==> src/hdl/dra_pkg.sv <==
// ----------------------------------------------------------------------------
// dra_pkg
// Shared types and constants for the DNS reply address parser.
// ----------------------------------------------------------------------------
package dra_pkg;

    localparam logic [31:0] SERVER_ADDR_RESET = 32'h0A00_0202;
    localparam logic [15:0] EXPECTED_ID_RESET = 16'h0000;

    localparam int CFG_INDEX_W = 8;
    localparam logic [CFG_INDEX_W-1:0] CFG_SERVER_ADDRESS = 8'd0;
    localparam logic [CFG_INDEX_W-1:0] CFG_EXPECTED_ID    = 8'd1;

    localparam logic [3:0] HEADER_BYTES  = 4'd12;
    localparam logic [3:0] FIXED_BYTES   = 4'd10;
    localparam logic [3:0] ADDR_BYTES    = 4'd4;
    localparam logic [3:0] QTAIL_BYTES   = 4'd4;
    localparam logic [7:0] RESPONSE_MASK = 8'h80;
    localparam logic [15:0] TYPE_A       = 16'd1;

    typedef enum logic [3:0] {
        PH_HEADER = 4'd0,
        PH_QNAME  = 4'd1,
        PH_QLABEL = 4'd2,
        PH_QPTR   = 4'd3,
        PH_QTAIL  = 4'd4,
        PH_ANAME  = 4'd5,
        PH_ALABEL = 4'd6,
        PH_APTR   = 4'd7,
        PH_AFIXED = 4'd8,
        PH_RDATA  = 4'd9,
        PH_ADDR   = 4'd10,
        PH_DONE   = 4'd11
    } phase_t;

    typedef struct packed {
        logic        found;
        logic [31:0] address;
    } result_t;

endpackage

==> src/hdl/dra_parse.sv <==
// ----------------------------------------------------------------------------
// dra_parse
// Per-packet parse state and the next-state logic, one byte per cycle while step is high.
// ----------------------------------------------------------------------------
module dra_parse
    import dra_pkg::*;
(
    input  logic        clk,
    input  logic        rst_n,
    input  logic        step,
    input  logic [7:0]  data_byte,
    input  logic        last_byte,
    input  logic [31:0] source_address,
    input  logic [31:0] server_address,
    input  logic [15:0] expected_id,
    output result_t     res
);

    phase_t      phase_reg, phase_next;
    logic [3:0]  header_count_reg, header_count_next;
    logic [15:0] skip_count_reg, skip_count_next;
    logic [15:0] answers_left_reg, answers_left_next;
    logic [3:0]  field_count_reg, field_count_next;
    logic [15:0] record_type_reg, record_type_next;
    logic [15:0] record_length_reg, record_length_next;
    logic [31:0] addr_capture_reg, addr_capture_next;
    logic        rejected_reg, rejected_next;
    logic        found_reg, found_next;

    always_comb
    begin
        logic [3:0]  hc_inc;
        logic [3:0]  fc_inc;
        logic [15:0] skip_dec;
        logic [15:0] ans_dec;
        logic        is_ptr;

        phase_next         = phase_reg;
        header_count_next  = header_count_reg;
        skip_count_next    = skip_count_reg;
        answers_left_next  = answers_left_reg;
        field_count_next   = field_count_reg;
        record_type_next   = record_type_reg;
        record_length_next = record_length_reg;
        addr_capture_next  = addr_capture_reg;
        rejected_next      = rejected_reg;
        found_next         = found_reg;

        hc_inc   = header_count_reg + 4'd1;
        fc_inc   = field_count_reg + 4'd1;
        skip_dec = skip_count_reg - 16'd1;
        ans_dec  = answers_left_reg - 16'd1;
        is_ptr   = (data_byte[7:6] == 2'b11);

        if (!rejected_reg)
        begin
            case (phase_reg)
                PH_HEADER:
                begin
                    case (header_count_reg)
                        4'd0:
                        begin
                            if (source_address != server_address)
                                rejected_next = 1'b1;
                            record_type_next = {8'h00, data_byte};
                        end
                        4'd1:
                        begin
                            if ({record_type_reg[7:0], data_byte} != expected_id)
                                rejected_next = 1'b1;
                        end
                        4'd2:
                        begin
                            if ((data_byte & RESPONSE_MASK) == 8'h00)
                                rejected_next = 1'b1;
                        end
                        4'd6:    answers_left_next = {data_byte, 8'h00};
                        4'd7:    answers_left_next = answers_left_reg | {8'h00, data_byte};
                        default: ;
                    endcase
                    header_count_next = hc_inc;
                    if (hc_inc >= HEADER_BYTES)
                    begin
                        if (answers_left_next == 16'd0)
                            rejected_next = 1'b1;
                        phase_next = PH_QNAME;
                    end
                end
                PH_QNAME, PH_ANAME:
                begin
                    if (data_byte == 8'h00)
                    begin
                        if (phase_reg == PH_ANAME)
                        begin
                            field_count_next = 4'd0;
                            phase_next       = PH_AFIXED;
                        end
                        else
                        begin
                            skip_count_next = {12'h000, QTAIL_BYTES};
                            phase_next      = PH_QTAIL;
                        end
                    end
                    else if (is_ptr)
                        phase_next = (phase_reg == PH_ANAME) ? PH_APTR : PH_QPTR;
                    else
                    begin
                        skip_count_next = {8'h00, data_byte};
                        phase_next = (phase_reg == PH_ANAME) ? PH_ALABEL : PH_QLABEL;
                    end
                end
                PH_QLABEL:
                begin
                    skip_count_next = skip_dec;
                    if (skip_dec == 16'd0)
                        phase_next = PH_QNAME;
                end
                PH_QPTR:
                begin
                    skip_count_next = {12'h000, QTAIL_BYTES};
                    phase_next      = PH_QTAIL;
                end
                PH_QTAIL:
                begin
                    skip_count_next = skip_dec;
                    if (skip_dec == 16'd0)
                        phase_next = PH_ANAME;
                end
                PH_ALABEL:
                begin
                    skip_count_next = skip_dec;
                    if (skip_dec == 16'd0)
                        phase_next = PH_ANAME;
                end
                PH_APTR:
                begin
                    field_count_next = 4'd0;
                    phase_next       = PH_AFIXED;
                end
                PH_AFIXED:
                begin
                    case (field_count_reg)
                        4'd0:    record_type_next = {data_byte, 8'h00};
                        4'd1:    record_type_next = record_type_reg | {8'h00, data_byte};
                        4'd8:    record_length_next = {data_byte, 8'h00};
                        4'd9:    record_length_next = record_length_reg | {8'h00, data_byte};
                        default: ;
                    endcase
                    field_count_next = fc_inc;
                    if (fc_inc >= FIXED_BYTES)
                    begin
                        field_count_next = 4'd0;
                        if (record_type_next == TYPE_A && record_length_next == 16'd4)
                        begin
                            addr_capture_next = 32'h0;
                            phase_next        = PH_ADDR;
                        end
                        else if (record_length_next == 16'd0)
                        begin
                            answers_left_next = ans_dec;
                            phase_next = (ans_dec == 16'd0) ? PH_DONE : PH_ANAME;
                        end
                        else
                        begin
                            skip_count_next = record_length_next;
                            phase_next      = PH_RDATA;
                        end
                    end
                end
                PH_RDATA:
                begin
                    skip_count_next = skip_dec;
                    if (skip_dec == 16'd0)
                    begin
                        answers_left_next = ans_dec;
                        phase_next = (ans_dec == 16'd0) ? PH_DONE : PH_ANAME;
                    end
                end
                PH_ADDR:
                begin
                    addr_capture_next = {addr_capture_reg[23:0], data_byte};
                    field_count_next  = fc_inc;
                    if (fc_inc >= ADDR_BYTES)
                    begin
                        found_next = 1'b1;
                        phase_next = PH_DONE;
                    end
                end
                default: ;
            endcase
        end
    end

    // result of the packet, valid when the last byte is stepped
    assign res.found   = found_next;
    assign res.address = found_next ? addr_capture_next : 32'h0;

    always_ff @(posedge clk or negedge rst_n)
    begin
        if (!rst_n)
        begin
            phase_reg         <= PH_HEADER;
            header_count_reg  <= 4'd0;
            skip_count_reg    <= 16'd0;
            answers_left_reg  <= 16'd0;
            field_count_reg   <= 4'd0;
            record_type_reg   <= 16'd0;
            record_length_reg <= 16'd0;
            addr_capture_reg  <= 32'h0;
            rejected_reg      <= 1'b0;
            found_reg         <= 1'b0;
        end
        else if (step)
        begin
            if (last_byte)
            begin
                phase_reg         <= PH_HEADER;
                header_count_reg  <= 4'd0;
                skip_count_reg    <= 16'd0;
                answers_left_reg  <= 16'd0;
                field_count_reg   <= 4'd0;
                record_type_reg   <= 16'd0;
                record_length_reg <= 16'd0;
                addr_capture_reg  <= 32'h0;
                rejected_reg      <= 1'b0;
                found_reg         <= 1'b0;
            end
            else
            begin
                phase_reg         <= phase_next;
                header_count_reg  <= header_count_next;
                skip_count_reg    <= skip_count_next;
                answers_left_reg  <= answers_left_next;
                field_count_reg   <= field_count_next;
                record_type_reg   <= record_type_next;
                record_length_reg <= record_length_next;
                addr_capture_reg  <= addr_capture_next;
                rejected_reg      <= rejected_next;
                found_reg         <= found_next;
            end
        end
    end

endmodule

==> src/hdl/dra_out_stage.sv <==
// ----------------------------------------------------------------------------
// dra_out_stage
// Result register with valid/stall handshake toward the receiver.
// ----------------------------------------------------------------------------
module dra_out_stage
    import dra_pkg::*;
(
    input  logic        clk,
    input  logic        rst_n,
    input  logic        load,
    input  result_t     res,
    output logic        free,
    output logic        out_valid,
    input  logic        out_stall,
    output logic        found,
    output logic [31:0] address
);

    logic    valid_reg;
    result_t res_reg;

    assign free      = !valid_reg || !out_stall;
    assign out_valid = valid_reg;
    assign found     = res_reg.found;
    assign address   = res_reg.address;

    always_ff @(posedge clk or negedge rst_n)
    begin
        if (!rst_n)
            valid_reg <= 1'b0;
        else if (free)
            valid_reg <= load;
    end

    always_ff @(posedge clk)
    begin
        if (free && load)
            res_reg <= res;
    end

endmodule

==> src/hdl/dns_response_address_parser.sv <==
// ----------------------------------------------------------------------------
// dns_response_address_parser
// Extracts the first A-record address from a DNS reply streamed byte-wise.
// ----------------------------------------------------------------------------
// Input channel: one payload byte per word (data_byte, last_byte), with the
// sender address on source_address, taken on each packet's first byte. A word
// moves when in_valid is high and in_stall is low.
// Output channel: one word (found, address) per packet, produced from the
// packet's last byte; moves when out_valid is high and out_stall is low.
// Config: cfg_valid/cfg_ready write server_address (index 0) or expected_id
// (index 1); other indexes are dropped. cfg_ready is always high.
// Throughput: one byte per cycle while in_stall is low; the input register
// feeds the parser, whose result register sits on the output. A last byte
// goes through the input register, then the result register, to out_valid.
// While the result register is held by out_stall a last byte waits in the
// input register and in_stall rises; other bytes keep flowing. Reset clears
// the parse state and both stages, and restores the configuration defaults.
// ----------------------------------------------------------------------------
module dns_response_address_parser
    import dra_pkg::*;
(
    input  logic                   clk,
    input  logic                   rst_n,
    input  logic                   in_valid,
    output logic                   in_stall,
    input  logic [7:0]             data_byte,
    input  logic                   last_byte,
    input  logic [31:0]            source_address,
    output logic                   out_valid,
    input  logic                   out_stall,
    output logic                   found,
    output logic [31:0]            address,
    input  logic                   cfg_valid,
    output logic                   cfg_ready,
    input  logic [CFG_INDEX_W-1:0] cfg_index,
    input  logic [31:0]            cfg_data
);

    logic [31:0] server_address_reg;
    logic [15:0] expected_id_reg;

    logic        in_valid_reg;
    logic [7:0]  byte_reg;
    logic        last_reg;
    logic [31:0] src_reg;

    logic        out_free;
    logic        step;
    result_t     res;

    assign cfg_ready = 1'b1;

    always_ff @(posedge clk or negedge rst_n)
    begin
        if (!rst_n)
        begin
            server_address_reg <= SERVER_ADDR_RESET;
            expected_id_reg    <= EXPECTED_ID_RESET;
        end
        else if (cfg_valid)
        begin
            case (cfg_index)
                CFG_SERVER_ADDRESS: server_address_reg <= cfg_data;
                CFG_EXPECTED_ID:    expected_id_reg    <= cfg_data[15:0];
                default: ;
            endcase
        end
    end

    // a last byte needs the result slot; other bytes always step
    assign step     = in_valid_reg && (!last_reg || out_free);
    assign in_stall = in_valid_reg && !step;

    always_ff @(posedge clk or negedge rst_n)
    begin
        if (!rst_n)
            in_valid_reg <= 1'b0;
        else if (!in_stall)
            in_valid_reg <= in_valid;
    end

    always_ff @(posedge clk)
    begin
        if (in_valid && !in_stall)
        begin
            byte_reg <= data_byte;
            last_reg <= last_byte;
            src_reg  <= source_address;
        end
    end

    dra_parse u_parse (
        .clk            (clk),
        .rst_n          (rst_n),
        .step           (step),
        .data_byte      (byte_reg),
        .last_byte      (last_reg),
        .source_address (src_reg),
        .server_address (server_address_reg),
        .expected_id    (expected_id_reg),
        .res            (res)
    );

    dra_out_stage u_out (
        .clk       (clk),
        .rst_n     (rst_n),
        .load      (step && last_reg),
        .res       (res),
        .free      (out_free),
        .out_valid (out_valid),
        .out_stall (out_stall),
        .found     (found),
        .address   (address)
    );

endmodule
==> config.mk <==
export PLATFORM = sky130hd
export DESIGN_NAME = dns_response_address_parser
export DESIGN_NICKNAME = d
export VERILOG_FILES = /design/src/hdl/dra_pkg.sv /design/src/hdl/dra_parse.sv /design/src/hdl/dra_out_stage.sv /design/src/hdl/dns_response_address_parser.sv
export SDC_FILE = /design/constraint.sdc
export NUM_CORES = 1
export LEC_CHECK = 0
export BUFFER_PORTS_ARGS = -buffer_cell sky130_fd_sc_hd__buf_2
export CORE_MARGIN = 4
export CORE_UTILIZATION = 56
export DETAILED_ROUTE_END_ITERATION = 10
export GPL_ROUTABILITY_DRIVEN = 0
export PLACE_DENSITY = 0.81
export SLEW_MARGIN = 10
export SYNTH_ARGS = -nofsm -noshare
export SYNTH_HDL_FRONTEND = slang
export SYNTH_SLANG_ARGS = --single-unit
==> constraint.sdc <==
create_clock -name clk -period 4.95 [get_ports clk]
set_input_delay 0.2475 -clock clk [delete_from_list [all_inputs] [get_ports clk]]
set_output_delay 0.2475 -clock clk [all_outputs]
set_load 0.02 [all_outputs]
==> flow_results.org, run 1 <==
** Global route
- Wire length of the first global-routing pass :: 53200 um
- Global routing finished with a remaining overflow of 0.
- Vias in the first global route :: roughly 9800
- The number of antenna violations at the first check in global routing is 0.
- Largest net degree at the start of global routing :: 77
- Across every metal layer, demand over resource in global routing totals roughly 28%.

** Placement
- In this run the tool buffered the top-level ports with 120 buffer cells.
- In this run the cell area measured after placement is 12600 sq um.
- Once placement completed, the tool counted placed cells totaling around 1400.
- Half-perimeter wire length of the detailed placement result :: between 15000 and 20000 um

** Power and ir drop
- Switching pwr :: 1750 uW
- For this design the static power due to leakage is 0.00609 uW.
- Clock Power Share :: about a third
- Sequential share of power :: 43.5%
- P per Cell Area :: between 300 and 400 nW/um^2
- The internal portion of the total power is between 3000 and 4000 uW.
- Net switching is approximately 32% of the power.
- The worst-case IR drop observed on VDD is about 0.00035 V.
- Part of the total power dissipated in combinational logic :: 22.4%

** Synth
- Summing the sequential cell areas from Yosys gives approximately 53% of the chip area.
- Leading area contributor after synthesis :: sky130_fd_sc_hd__dfrtp_1
- Of all flip-flops after synthesis, the portion carrying an async set or reset was ~68%.
- Yosys printed 0 warnings.
- Number of nets in the synthesized netlist :: ~1200
- Area share of the largest cell type after synthesis :: about a third
- Area of the mapped netlist :: between 10000 and 15000 sq um
- Main flop type after synthesis :: sky130_fd_sc_hd__dfrtp_1
- Synthesized area per cell :: around 11 sq um
- Number of register bits inferred by synthesis :: ~230
- In the synthesized netlist, the number of instances is 1088.
- In the post-synthesis netlist, the biggest area contributors are sky130_fd_sc_hd__dfrtp_1, sky130_fd_sc_hd__edfxtp_1, sky130_fd_sc_hd__a22o_1.
- Yosys mapped a number of flops with a built-in enable equal to 74.
- Distinct cell type count of the synthesized netlist :: slightly above 70

** STA
- Setup repair after global routing missed its margin :: no
- Slew @ Worst Pin :: 1.16 ns
- After layout, the worst path uses around 80% of the clock period.
- The tightest hold path in the finished design has a slack of about 0.031 ns.
- Final setup violation count :: 0
- Headroom to the max-slew limit came out at 22.3%.
- The final number of hold-violating endpoints was 0.
- Final-report max-slew violation count :: 0
- Final worst path period need :: slightly above 4 ns
- In the final timing run, aggregate negative setup slack is 0 ns.
- Based on the critical path, the design can be clocked at up to 246 MHz.
- Setup clock skew after layout :: 0.0236 ns

** Cells and area
- The top cell types in the final layout, fill and taps aside, are sky130_fd_sc_hd__dfrtp_1, sky130_fd_sc_hd__buf_2, sky130_fd_sc_hd__nor2_1.
- The repair_antennas step left the layout with diodes totalling 0.
- Most common cell after layout, fill and taps aside :: sky130_fd_sc_hd__dfrtp_1
- For this run, the post-layout net count is 1354.
- After the flow finishes, the layout carries non-filler instances totaling between 1500 and 2000.
- The post-route netlist has 19.5% of its cells at a drive strength greater than 1.
- Post-route design area :: around 14000 sq um
- Area added between synthesis and finish :: 20.0%

** Setup path
- Of all nets on the critical path, the largest fanout is 30.
- Startpoint class of the critical path :: flip-flop
- CP Data Arrival Time :: around 4.5 ns
- Critical Path RT :: about 5.4 ns
- Crit end category :: flip-flop
- The worst setup path is of the flip-flop to flip-flop kind.

** Flow run
- The tool flagged a number of max-cap violations equal to 0.

** Route
- The first detailed-routing pass ran for 6 iterations.
- Via-per-instance ratio :: between 6 and 7
- Across all layers, the routed design uses slightly below 10000 vias.
- The detailed router finished its first iteration with around 1200 violations.
- The count of nets left with antenna violations once routing finished came out at 0.
- In the final routed layout, each cell accounts on average for between 20 and 25 um.
- Routed wire length :: 33200 um
- In the routed design, unresolved DRC markers number 0.

** Clock tree
- Number of sinks handled by clock tree synthesis :: about 230
- TritonCTS Buffers :: 25
- TritonCTS built the clock tree.
- Source-to-sink clock delay at the later pin of the worst-skew pair :: about 0.53 ns
- Number of levels in the clock H-tree :: 1
- In this run the clock root is driven by a sky130_fd_sc_hd__clkbuf_16.
- Post-cts sizing count :: 0
- Clock transition at path regs :: 0.06 ns
- The clock passes through at most 3 buffers.

** Floorplanning
- Row generation in the floorplan step produced 52 rows.
- Starting density of the core :: a little under three fifths
- Core Box Area :: 20500 sq um
- Number of placed I/O pins :: 122
- The die is between 150 and 200 um tall.
- Die area :: approximately 23000 sq um
- Overall die width :: 153 um

** Min path
- The worst hold path belongs to the class input port to flip-flop.

** Status
- The flow ran to the end, and the final reports show no timing, DRC or antenna violations.
## cell families (layout without fill, tap and decap cells)
| group | after synthesis | in the layout | synth area share [%] |
|---|---|---|---|
| multiplexers | 55 | 55 | 5.20 |
| XOR/XNOR | 58 | 58 | 4.30 |
| buffers and inverters | 97 | 283 | 3.31 |
| other | 1 | 1 | 0.0318 |
| adder cells (fa/ha/maj) | 13 | 13 | 1.38 |
| AO/OA/AOI/OAI | 301 | 301 | 18.6 |
| AND/OR/NAND/NOR | 329 | 329 | 14.4 |
| flip-flops | 234 | 234 | 52.8 |
## power groups by stage
| stage | Combinational (uW) | Sequential, uW | Clock, uW |
|---|---|---|---|
| 2_1_floorplan | 874 | 2290 | 0 |
| 3_3_place_gp | 1100 | 2380 | 0 |
| 3_5_place_dp | 1110 | 2390 | 0 |
| 4_1_cts | 1180 | 2350 | 1860 |
| 5_1_grt | 1320 | 2390 | 1950 |
| 6_report | 1220 | 2370 | 1860 |
## timing repair
item	in CTS	in global routing
hold buffers	75	0
endpoints found under the hold margin	162	0
buffers inserted	0	0
## layer usage
layer	wire (um)	GRT usage, %	vias to the layer above	part of all wire [%]
li1	-	-	4452	-
met1	12800	36.3	4740	39
met2	16000	46.0	630	48
met3	3040	5.68	116	9.1
met4	1320	9.93	0	4.0
met5	0	0	-	0
## critical path, stage by stage, from the launching register on
cell and delay (ns):
sky130_fd_sc_hd__dfrtp_1 0.41, sky130_fd_sc_hd__inv_1 0.10, sky130_fd_sc_hd__ha_1 0.39, sky130_fd_sc_hd__nand4bb_1 0.53, sky130_fd_sc_hd__a21boi_0 0.26, sky130_fd_sc_hd__or4_4 0.44
sky130_fd_sc_hd__a2111oi_4 0.37, sky130_fd_sc_hd__a31o_4 0.27, sky130_fd_sc_hd__nand2_1 0.07, sky130_fd_sc_hd__buf_4 0.23, sky130_fd_sc_hd__a21o_1 0.53, sky130_fd_sc_hd__a22o_1 0.32
## cell type report
| type | count | area [sq um] |
|---|---|---|
| Clock buffer | 30 | 664 |
| Sequential cell | 234 | 6230 |
| Clock inverter | 16 | 140 |
| Tap cell | 270 | 338 |
| Inverter | 23 | 86.3 |
| Fill cell | 1446 | 6340 |
| Multi-Input combinational cell | 757 | 5200 |
| Timing Repair Buffer | 214 | 1500 |
## worst paths after layout
kind                                               startpoint                       endpoint  slack (ns)  depth (start not counted)
worst max-delay path               u_parse.field_count_reg[1]   u_parse.addr_capture_reg[14]        0.89                         11
worst min-delay path                             cfg_data[11]            expected_id_reg[11]        0.03                          2
worst max register to register     u_parse.field_count_reg[1]   u_parse.addr_capture_reg[14]        0.89                         11
worst min register to register  u_parse.record_length_reg[15]  u_parse.record_length_reg[15]        0.49                          2
max in group asynchronous                               rst_n    u_parse.answers_left_reg[9]        3.40                          3
min in group asynchronous                               rst_n      u_parse.skip_count_reg[4]        0.29                          2
## cell usage after synthesis (all sizes together) (4+ instances only)
cell type    n
nor2b        4
nand2       68
o221ai       4
nand4b       6
a221o        5
nor2        95
nand4       23
ha          13
nor4b        4
a21o         6
o22ai       18
xor2        20
nor4        16
and4b        4
nand3       14
dfstp        4
mux2        50
clkbuf      63
or3          5
nor3b        4
or4          7
o31ai       11
a21oi       50
mux2i        5
a32o         8
a22oi       45
edfxtp      74
dfrtp      156
o211ai       4
buf         11
o21ai       45
inv         23
nand2b       7
a22o        65
o41ai        4
a221oi       4
and2        12
and3        13
nor3        33
a211oi       6
xnor2       38
## metrics by stage
| stage | total power [uW] | setup WS, ns | utilization (%) |
|---|---|---|---|
| 2_1_floorplan | 3170 | 1.72 | - |
| 3_3_place_gp | 3480 | 1.14 | 61.5 |
| 3_5_place_dp | 3500 | 0.979 | 61.5 |
| 4_1_cts | 5390 | 0.942 | 69.1 |
| 5_1_grt | 5660 | 0.641 | 69.1 |
| 6_report | 5450 | 0.893 | 69.1 |
Note: power is estimated with default switching activity, not from simulation.
==> inputs of run 2 (changes only) <==
- ABC_AREA: not set -> 1
- clock period: 4.95 -> 3.9 ns (I/O delays scaled with it)
==> flow_results.org, run 2 <==
** Clock tree
- Buffer cell driving the clock tree root :: sky130_fd_sc_hd__clkbuf_16
- In this run the number of H-tree levels came out at 1.
- The tree built by TritonCTS fans out to 234 sinks.
- Counting along the longest clock path gives a buffer depth of 3.
- TritonCTS created 26 clock buffers.
- After clock tree synthesis, the clock-pin slew on the worst setup and hold paths is 0.06 ns.
- Clock tree from TritonCTS :: yes
- For the worst-skew pair, the clock arrives at the later sink with an insertion delay of between 0.5 and 0.6 ns.
- Setup Fix Bufs, Post-CTS :: 0
- # hold bufs at CTS :: 76
- Post-CTS repair changed the size of 0 cells.

** Floorplanning
- Core Box Area :: approximately 23000 sq um
- The die covers ~26000 sq um.
- Row generation in the floorplan step produced 55 rows.
- Once the floorplan was initialized, standard cells occupied ~57% of the core.
- Overall die width :: about 160 um
- Number of placed I/O pins :: 122
- Die Span Y :: 161 um

** Global route
- Vias in the first global route :: 11800
- Initial antenna violation count :: 0
- Largest net degree at the start of global routing :: a little over 80
- For this run, the total global-route usage over all layers was measured as around a quarter.
- The first global-routing pass estimated 57900 um of wire.
- Congestion Overflow GR :: 0

** Setup path
- Crit end category :: flip-flop
- Broken down by cell family, the worst path's largest delay share belongs to simple AND/OR/NAND/NOR gates.
- By instance count, the cell type seen most on the critical path is sky130_fd_sc_hd__nand2_1.
- STA classifies the critical path startpoint as a flip-flop.
- Along the worst path, the maximum fanout reaches 32.
- Crit path cell chain :: inv_1 -> ha_1 -> nand3_1 -> nand2_1 -> nand2_1 -> inv_1 -> nand2_1 -> nor2_1 -> nand2_1 -> nor2_1 -> nand3_1 -> nand3_2 -> nand2_1 -> o21ai_1
- Number of buffer and inverter instances along the worst setup path :: 2
- Data arrives at the worst endpoint at approximately 3.6 ns.
- For this run, the slowest stage of the critical path takes ~0.56 ns.
- Data on the critical path is required at its endpoint by about 4.3 ns.
- Critical path start-end classification :: flip-flop to flip-flop
- On the critical path, the stage with the largest delay is an instance of sky130_fd_sc_hd__nand3_1.

** STA
- Final setup violation count :: 0
- Final-report max-slew violation count :: 0
- Setup clock skew after layout :: about 0.015 ns
- Crit share post-route :: around four fifths
- For this run, the top clock speed supported by timing is about 320 MHz.
- Relative max-transition margin :: about 30%
- The smallest clock period supported by the final layout is computed as approximately 3.1 ns.
- The final number of hold-violating endpoints is 0.
- Setup TNS Final :: 0 ns
- Slew @ Worst Pin :: roughly 1.0 ns
- Setup repair after global routing left no endpoint under its margin.

** Min path
- The worst hold path belongs to the class input port to asynchronous set/reset pin.

** Synth
- Number of register bits inferred by synthesis :: around 230
- In the synthesized netlist, the cells that appear most often are sky130_fd_sc_hd__nand2_1, sky130_fd_sc_hd__inv_1, sky130_fd_sc_hd__nor2_1, sky130_fd_sc_hd__dfrtp_1, sky130_fd_sc_hd__o21ai_0.
- Multiplexer area fraction after synthesis :: 1.38%
- Simple-gate portion of the synthesized area :: around 26%
- Of all flip-flops after synthesis, the portion carrying an async set or reset was around two thirds.
- Cells taking the most area after synthesis :: sky130_fd_sc_hd__dfrtp_1, sky130_fd_sc_hd__edfxtp_1, sky130_fd_sc_hd__nand2_1
- Yosys printed 0 warnings.
- The synthesized netlist occupies a cell area of about 13000 sq um.
- Leading area contributor after synthesis :: sky130_fd_sc_hd__dfrtp_1
- After Yosys synthesis, full adders, half adders and majority gates account for 1.25% of the synthesized area.
- Area share of the largest cell type after synthesis :: 29.9%
- In the synthesized netlist, the number of instances is 1701.
- The synthesized netlist devotes about 3% of its cell area to XOR and XNOR gates.
- Fraction of the yosys area taken by sequential cells :: a little under half
- Summing the areas of all compound-gate instances in the mapped netlist gives 12.0% of the synthesized area.
- Post-synth EDFFs :: 74
- Synthesized area per cell :: 7.67 sq um
- Main flop type after synthesis :: sky130_fd_sc_hd__dfrtp_1
- Synthesis produced a netlist with a net count of 1800.
- In the post-synthesis netlist, the cell with the most instances is sky130_fd_sc_hd__nand2_1.
- Main combinational cell family by area after synthesis :: simple AND/OR/NAND/NOR gates
- After synthesis, the netlist uses 45 different library cells.

** Power and ir drop
- P per Cell Area :: roughly 440 nW/um^2
- Combinational logic is responsible for between 20% and 30% of the overall power.
- Of the total power, registers draw between 40% and 50%.
- Switching share of total power :: 32.0%
- In this run, the clock network consumes 34.7% of the power.
- Worst VDD drop :: just under 0.0004 V
- In this run the static leakage power is around 0.0074 uW.
- The internal power of the cells totals around 4700 uW.
- Summed over all nets, the switching power comes to around 2200 uW.

** Flow run
- The tool flagged a number of max-cap violations equal to 0.

** Route
- Using the TritonRoute via totals, the vias-per-cell ratio works out to between 5 and 6.
- Post-route DRC :: 0
- The routed layout has about 12000 vias.
- Summed over all layers, the routed wires come to approximately 35000 um.
- In this run the remaining antenna-violating nets after routing total 0.
- For this block, the initial DRC count from the detailed router was around 1000.
- DRT Pass-1 Iters :: 5
- Avg WL per Cell :: about 16 um

** Cells and area
- Summing all multi-input logic gate instances after layout gives 5700 sq um.
- Fraction of layout instances using a drive strength above 1 :: between 10% and 20%
- The layout has 1795 filler cells.
- The top cell types in the final layout, fill and taps aside, are sky130_fd_sc_hd__nand2_1, sky130_fd_sc_hd__inv_1, sky130_fd_sc_hd__nor2_1.
- Final Core Density :: between 60% and 70%
- In the final design database the tool counted around 2000 nets.
- Leaving out fill and tap cells, the most frequent cell in the layout is sky130_fd_sc_hd__nand2_1.
- From synthesis to final layout, the design area changed by 18.7%.
- Number of antenna cells inserted :: 0
- Across the whole layout, storage elements account for 6230 sq um.
- Once layout is complete, the cells apart from fillers number approximately 2200.

** Placement
- Buffers added on ports :: 120
- Number of placed instances, taps included :: ~2100
- Half-perimeter wire length of the detailed placement result :: ~22000 um

** Status
- Result of the run :: finished clean
[run 2: cell count changes in the layout (fill, tap and decap cells not counted), sizes merged, moves of 13 or more]
cell,before,now
a22o,65,0
a22oi,45,0
and3,13,0
inv,26,221
mux2,50,16
nand2,68,528
nand3,14,59
nor2,95,184
nor3,33,15
nor4,16,3
o21ai,45,119
o22ai,18,69
[run 2: kinds of logic (layout without fill, tap and decap cells)]
group | after synthesis | in the layout
AO/OA/AOI/OAI | 276 | 276
XOR/XNOR | 45 | 45
adder cells (fa/ha/maj) | 13 | 13
buffers and inverters | 287 | 484
flip-flops | 234 | 234
multiplexers | 16 | 16
other | 1 | 1
AND/OR/NAND/NOR | 829 | 829
[run 2: path summary, 6_finish.rpt]
check	endpoint	depth (start not counted)	from	slack, ns
max	u_parse.skip_count_reg[11]	14	u_parse.field_count_reg[0]	0.78
min	u_parse.skip_count_reg[13]	2	rst_n	0.27
max reg2reg	u_parse.skip_count_reg[11]	14	u_parse.field_count_reg[0]	0.78
min reg2reg	u_parse.addr_capture_reg[14]	2	u_parse.addr_capture_reg[14]	0.48
max in group asynchronous	server_address_reg[27]	3	rst_n	2.64
min in group clk	server_address_reg[9]	6	cfg_index[0]	0.34
[run 2: worst register-to-register path: stages (launching register included)]
cell,delay (ns)
sky130_fd_sc_hd__dfrtp_1,0.41
sky130_fd_sc_hd__inv_1,0.12
sky130_fd_sc_hd__ha_1,0.28
sky130_fd_sc_hd__nand3_1,0.56
sky130_fd_sc_hd__nand2_1,0.20
sky130_fd_sc_hd__nand2_1,0.12
sky130_fd_sc_hd__inv_1,0.10
sky130_fd_sc_hd__nand2_1,0.06
sky130_fd_sc_hd__nor2_1,0.10
sky130_fd_sc_hd__nand2_1,0.06
sky130_fd_sc_hd__nor2_1,0.18
sky130_fd_sc_hd__nand3_1,0.16
sky130_fd_sc_hd__nand3_2,0.44
sky130_fd_sc_hd__nand2_1,0.11
sky130_fd_sc_hd__o21ai_1,0.11
[run 2: stage by stage]
step / total power, uW / hold WS, ns / setup slack, ns / cell area (sq um)
CTS: 6840 / 0.308 / 0.860 / 15500
floorplan: 4010 / -0.101 / 0.714 / 13000
detailed placement: 4420 / 0.288 / 0.877 / 13900
global placement: 4380 / 0.293 / 1.03 / 13900
finish: 6850 / 0.269 / 0.785 / 15500
global route: 7220 / 0.352 / 0.468 / 15500
[run 2: layer usage]
metal	vias to the layer above	track usage [%]	wire, um
met5	-	0	0
met4	0	9.50	1280
met3	110	3.62	2600
met2	591	45.6	16600
met1	5567	35.2	14300
li1	5844	-	-
[run 2: cell type report]
class                   instances  share of cell area [%]
multi-input cells            1180                    36.8
well taps                     313                    2.53
flip-flops and latches        234                    40.3
clock buffers                  40                    4.87
clock inverters                 8                   0.437
inverters                     223                    5.41
repair buffers                213                    9.66
[run 2: power groups by stage]
stage          logic, uW  registers [uW]  clock network, uW
2_1_floorplan       1140            2870                  0
3_3_place_gp        1460            2930                  0
3_5_place_dp        1490            2930                  0
4_1_cts             1560            2890               2390
5_1_grt             1790            2920               2510
6_report            1580            2890               2380
